## src/rtl/iidl_pkg.sv

```systemverilog
// ----------------------------------------------------------------------------
// iidl_pkg - shared definitions for the indexed insert/delete list
// Field widths, operation and status codes, port packing and the command
// struct broadcast to the storage cells.
// ----------------------------------------------------------------------------
`default_nettype none

package iidl_pkg;

  // default list capacity
  localparam int CAPACITY_DEF = 64;

  // field widths
  localparam int KIND_W = 3;
  localparam int POS_W  = 7;
  localparam int VAL_W  = 32;
  localparam int ST_W   = 2;
  localparam int OCC_W  = 7;

  // packed port widths; the tdata widths are rounded up to whole bytes
  localparam int IN_TDATA_W  = 40;  // position, value
  localparam int IN_TUSER_W  = KIND_W;
  localparam int OUT_TDATA_W = 48;  // read_value, status, occupancy

  // operation codes
  localparam logic [KIND_W-1:0] OP_READ   = 3'd0;
  localparam logic [KIND_W-1:0] OP_HEAD   = 3'd1;
  localparam logic [KIND_W-1:0] OP_TAIL   = 3'd2;
  localparam logic [KIND_W-1:0] OP_AT     = 3'd3;
  localparam logic [KIND_W-1:0] OP_DELETE = 3'd4;

  // status codes
  localparam logic [ST_W-1:0] ST_OK    = 2'd0;
  localparam logic [ST_W-1:0] ST_RANGE = 2'd1;
  localparam logic [ST_W-1:0] ST_FULL  = 2'd2;

  // value returned when nothing is read
  localparam logic [VAL_W-1:0] NO_VALUE = 32'hFFFF_FFFF;

  // command broadcast to every cell
  typedef struct packed {
    logic ins;  // open a slot at the insert position
    logic del;  // close the slot at the delete position
  } cell_cmd_t;

endpackage

`default_nettype wire

```

## src/rtl/iidl_cell.sv

```systemverilog
// ----------------------------------------------------------------------------
// iidl_cell - one storage cell of the list
// Holds one entry; on command it loads a new value, takes the word of its
// lower neighbor (insert shift) or of its upper neighbor (delete shift).
// ----------------------------------------------------------------------------
`default_nettype none

module iidl_cell #(
  parameter int IDX   = 0,
  parameter int CMP_W = 7
) (
  input  wire                          clk,
  input  iidl_pkg::cell_cmd_t          cmd,
  input  wire  [CMP_W-1:0]             pos,
  input  wire  [CMP_W-1:0]             cnt,
  input  wire  [iidl_pkg::VAL_W-1:0]   value,
  input  wire  [iidl_pkg::VAL_W-1:0]   lower_q,
  input  wire  [iidl_pkg::VAL_W-1:0]   upper_q,
  output logic [iidl_pkg::VAL_W-1:0]   data_q
);
  import iidl_pkg::*;

  localparam logic [CMP_W-1:0] MY_IDX = CMP_W'(IDX);

  logic [VAL_W-1:0] data_r;
  logic [VAL_W-1:0] data_nxt;

  // pick load, shift up, shift down or hold
  always_comb begin
    data_nxt = data_r;
    if (cmd.ins && (MY_IDX > pos) && (MY_IDX <= cnt)) begin
      data_nxt = lower_q;
    end else if (cmd.ins && (MY_IDX == pos)) begin
      data_nxt = value;
    end else if (cmd.del && (MY_IDX >= pos) && ((MY_IDX + CMP_W'(1)) < cnt)) begin
      data_nxt = upper_q;
    end
  end

  always_ff @(posedge clk) begin
    data_r <= data_nxt;
  end

  assign data_q = data_r;

endmodule

`default_nettype wire

```

## config.mk

```make
export PLATFORM = sky130hd
export DESIGN_NAME = iidl_cell
export DESIGN_NICKNAME = d
export VERILOG_FILES = /design/src/rtl/iidl_pkg.sv /design/src/rtl/iidl_cell.sv
export SDC_FILE = /design/constraint.sdc
export NUM_CORES = 1
export LEC_CHECK = 0
export ABC_AREA = 0
export BUFFER_PORTS_ARGS = -buffer_cell sky130_fd_sc_hd__buf_2
export CAP_MARGIN = 0
export CORE_ASPECT_RATIO = 0.7
export CORE_MARGIN = 2
export CORE_UTILIZATION = 30
export DETAILED_ROUTE_END_ITERATION = 6
export PLACE_DENSITY = 0.77
export SYNTH_ARGS = -nofsm -noshare
export SYNTH_HDL_FRONTEND = slang
export SYNTH_SLANG_ARGS = --single-unit
```

## constraint.sdc

```tcl
create_clock -name clk -period 3.9 [get_ports clk]
set_clock_uncertainty 0.2 [all_clocks]
set_input_delay 0.195 -clock clk [delete_from_list [all_inputs] [get_ports clk]]
set_output_delay 0.195 -clock clk [all_outputs]
set_load 0.05 [all_outputs]
```

## After elaboration in Yosys (flattened, before gate mapping)

Index checks and enable logic that the tools add are counted.

| cells by class | value |
|---|---|
| reductions and logical operators | 7 |
| multiplexer cells | 3 |
| $lt $le $gt $ge | 4 |

Operators by type and width:

| operator | count |
|---|---|
| 2-to-1 mux 32 bit | 3 |
| >= comparator 1 x 7 -> 1 bit, first input constant | 1 |
| > comparator 1 x 7 -> 1 bit, first input constant | 1 |
| <= comparator 1 x 7 -> 1 bit, first input constant | 1 |
| logical NOT 7 bit | 1 |
| < comparator 1 x 7 -> 1 bit, first input constant | 1 |
| logical AND 1 bit | 5 |
| nonzero test 3 bit | 1 |

| word-level totals | value |
|---|---|
| input bits | 113 |
| register bits after elaboration | 32 |
| word-level logic and storage cells | 15 |

## Logic depth before layout (Yosys ltp)

| depth | value |
|---|---|
| depth in word-level cells | 6 |
| gate-level depth with buffers | 4 |
| gate-level depth less buffers | 3 |

## Worst setup path before layout

Ideal clock, no wire load.

| timing | value |
|---|---|
| path kind | input to register |
| from | in pos[3] |
| to | reg data_r[0], in the netlist data_q[0], enable pin |
| setup slack | 0.262 ns |
| data required time | 3.230 ns |
| stages | 3 |
| data arrival time | 2.968 ns |
| path through | nor4_4 -> nand2_1 -> a211oi_1 |

| on the way | value |
|---|---|
| cells in the longest elaborated chain, start to end | 4 |

RTL lines:

| what | line | source |
|---|---|---|
| from (decl) | iidl_cell.sv:14 | `input wire [CMP_W-1:0] pos,` |
| > comparator 1 x 7 -> 1 bit or >= comparator 1 x 7 -> 1 bit (tied branches) | iidl_cell.sv:31, iidl_cell.sv:35 |  |
| logical AND 1 bit (on tied branches) (2 in series) | iidl_cell.sv:31, iidl_cell.sv:35 |  |
| nonzero test 3 bit (no source line) * | -- |  |
| to (signal assigned) | iidl_cell.sv:41 | `data_r <= data_nxt;` |
| to (decl) | iidl_cell.sv:25 | `logic [VAL_W-1:0] data_r;` |

Mark *: on every way between the ends. The rest lies on a longest branch, timed or not.
A chain may end at the register's enable or synchronous reset.

## Final worst setup path

| timing | value |
|---|---|
| from | in pos[3] |
| to | reg data_r[24], in the netlist data_q[24], data pin |

| on the way | value |
|---|---|
| cells in the longest elaborated chain, start to end | 4 |

RTL lines:

| what | line | source |
|---|---|---|
| > comparator 1 x 7 -> 1 bit or logical NOT 7 bit (tied branches) | iidl_cell.sv:31, iidl_cell.sv:33 |  |
| logical AND 1 bit (on tied branches) | iidl_cell.sv:31, iidl_cell.sv:33 |  |
| logical AND 1 bit or 2-to-1 mux 32 bit (tied branches) | iidl_cell.sv:31, iidl_cell.sv:33 |  |
| 2-to-1 mux 32 bit * | iidl_cell.sv:31 | `if (cmd.ins && (MY_IDX > pos) && (MY_IDX <= cnt)) begin` |
| via data_nxt[24] | iidl_cell.sv:26 | `logic [VAL_W-1:0] data_nxt;` |

The timed path passes the listed nets; every way through them passes the cells marked *.

==> flow_summary.json <==
{
  "outcome": "completed",
  "synth-simple-area-share": 0.0430,
  "hold_path_class": "in2reg",
  "hold_ws_ns": 0.0137,
  "p_sw_mw": 0.146,
  "dr_total_vias": 1094,
  "gp_congestion": 0.774,
  "synth_top_family_by_area": "multiplexers",
  "critPathArrivalTime_ns": 2.32,
  "power_density_mw_per_mm2": 335,
  "max_freq_mhz": 401,
  "io_buffers": 111,
  "synth_compound_gate_area_share": 0.00487,
  "rsz0062_at_grt": "false",
  "synth-xor-area-share": 0,
  "drt_iter0_markers": 51,
  "die_area_mm2": 0.00574,
  "syn-num-nets": 189,
  "finalNetCount": 307,
  "first_global_vias": 1064,
  "fin_crit_sh": 0.639,
  "root_buffer": "clkbuf_8",
  "relSlewSlack": 0.294,
  "seqPwrFrac": 0.495,
  "avgSynthCellArea_um2": 20.3,
  "synthCells": 76,
  "leakagePower_nw": 1.10,
  "io_pins": 145,
  "endpoint_kind": "register",
  "crit_type": "in2reg",
  "critPathRequiredTime_ns": 3.73,
  "yosysTopAreaCell": "edfxtp_1",
  "drive_above_1_share": 0.795,
  "rows": 21,
  "p_int_mw": 0.623,
  "p_sw_frac": 0.189,
  "synth.distinct_cells": 12,
  "tightestPinTransition_ns": 1.05,
  "synth-seq-cells": 32,
  "crit_fanout": 32,
  "cts_setup_buffers": 0,
  "wl_per_cell_um": 13.0,
  "ys_seq_area_frac": 0.623,
  "overflow": 0,
  "viasPerCell": 4.14,
  "cap_violations": 0,
  "nFillCells": 437,
  "die_h_um": 64.0,
  "htree_levels": 2,
  "start_kind": "input port",
  "finalSetupViolations": 0,
  "clockBufferDepth": 2,
  "cts_sinks": 32,
  "pwr-share-comb": 0.106,
  "clkSlewWorstSetupHoldPaths_ns": 0.06,
  "hold_viol": 0,
  "drcViolationCount": 0,
  "synth.area.top_cells": "edfxtp_1 (62%), mux2_4 (29%), buf_6 (2.2%)",
  "dieWidth_um": 89.7,
  "routed_wl_mm": 3.42,
  "largest_reg_flops": 32,
  "syn2layout_area_growth_pct": 49.0,
  "cts.repair.resized": 0,
  "coreArea_mm2": 0.00486,
  "cts_tree": "done",
  "grt_usage": 0.120,
  "yosysWarnings": 0,
  "synthAdderAreaFrac": 0,
  "numCtsBuffers": 5,
  "start_util": 0.317,
  "synth_top_area_share": 0.623,
  "tns_ns": 0,
  "ir_drop_v": 0.000114,
  "grt_max_degree": 33,
  "grt_pass1_wl_mm": 4.96,
  "antenna_found_initial": 0,
  "syn_area_mm2": 0.00154,
  "period_needed_ns": 2.49,
  "ant_nets": 0,
  "antenna_cells": 0,
  "first_pass_iters": 4,
  "drv_slew": 0,
  "synth.area.mux_share": 0.307,
  "clkPwrFrac": 0.399
}
-- synthesized netlist by cell type --
cell,count
nor3_1,2
nand2_2,1
nor2_1,1
nand2_1,1
edfxtp_1,32
buf_6,3
mux2_4,30
nor4_1,1
a211oi_1,1
nor4b_2,1
nor4_4,1
mux2_2,2
-- what timing repair did --
action / in CTS / in global routing
hold buffers: 0 / 2
setup endpoints to repair: 0 / 0
hold endpoints to repair: 0 / 1
-- metal layers --
layer	GRT usage	vias up	wire length, µm
met3	0.0413	5	323
li1	-	535	-
met2	0.203	64	1650
met4	0.0578	0	38
met5	0	-	0
met1	0.132	490	1410
-- area by class of cell --
| cell class | instances | area, µm² | share of cell area |
|---|---|---|---|
| clock inverters | 2 | 35.0 | 0.0153 |
| repair buffers | 114 | 583 | 0.254 |
| clock buffers | 6 | 72.6 | 0.0316 |
| well taps | 69 | 86.3 | 0.0376 |
| multi-input cells | 41 | 559 | 0.243 |
| flip-flops and latches | 32 | 961 | 0.418 |
-- worst max-delay path, cell delays in order --
cell and delay (ns):
buf_2 0.11, nor4_4 0.30, nand2_2 0.64, mux2_4 0.52, dlygate4sd3_1 0.55
-- through the flow --
stage	cells	area (µm²)	total power, mW	setup slack [ns]	utilization
after floorplan	76	1540	0.423	0.262	-
after global placement	254	2170	0.466	1.62	0.446
after detailed placement	254	2170	0.468	1.60	0.446
after CTS	262	2280	0.780	1.89	0.468
after global routing	264	2300	0.807	1.28	0.473
final	264	2300	0.769	1.41	0.473
-- power groups by stage --
stage	sequential (mW)	combinational [mW]	clock, mW
6_report	0.381	0.0813	0.307
4_1_cts	0.380	0.0811	0.319
3_5_place_dp	0.388	0.0803	0
2_1_floorplan	0.394	0.0282	0
5_1_grt	0.380	0.0886	0.338
3_3_place_gp	0.388	0.0777	0
-- final timing paths --
check | cells past startpoint | to | slack (ns) | startpoint
setup / recovery | 5 | data_q[24]$_DFFE_PP_ | 1.41 | pos[3]
hold / removal | 2 | data_q[6]$_DFFE_PP_ | 0.01 | upper_q[6]
-- cells by family after synthesis --
kind of cell,Yosys count
flops,32
compound gates,1
simple gates,8
mux,32
buf+inv,3
-- cell usage in the layout (no fill, tap or decap), drive strengths merged --
master	n
buf	112
edfxtp	32
mux2	32
clkbuf	6
nor3	2
dlygate4sd3	2
nor4	2
nand2	2
nor4b	1
nor2	1
a211oi	1
clkinv	1
bufinv	1
(Power assumes the default switching activity.)
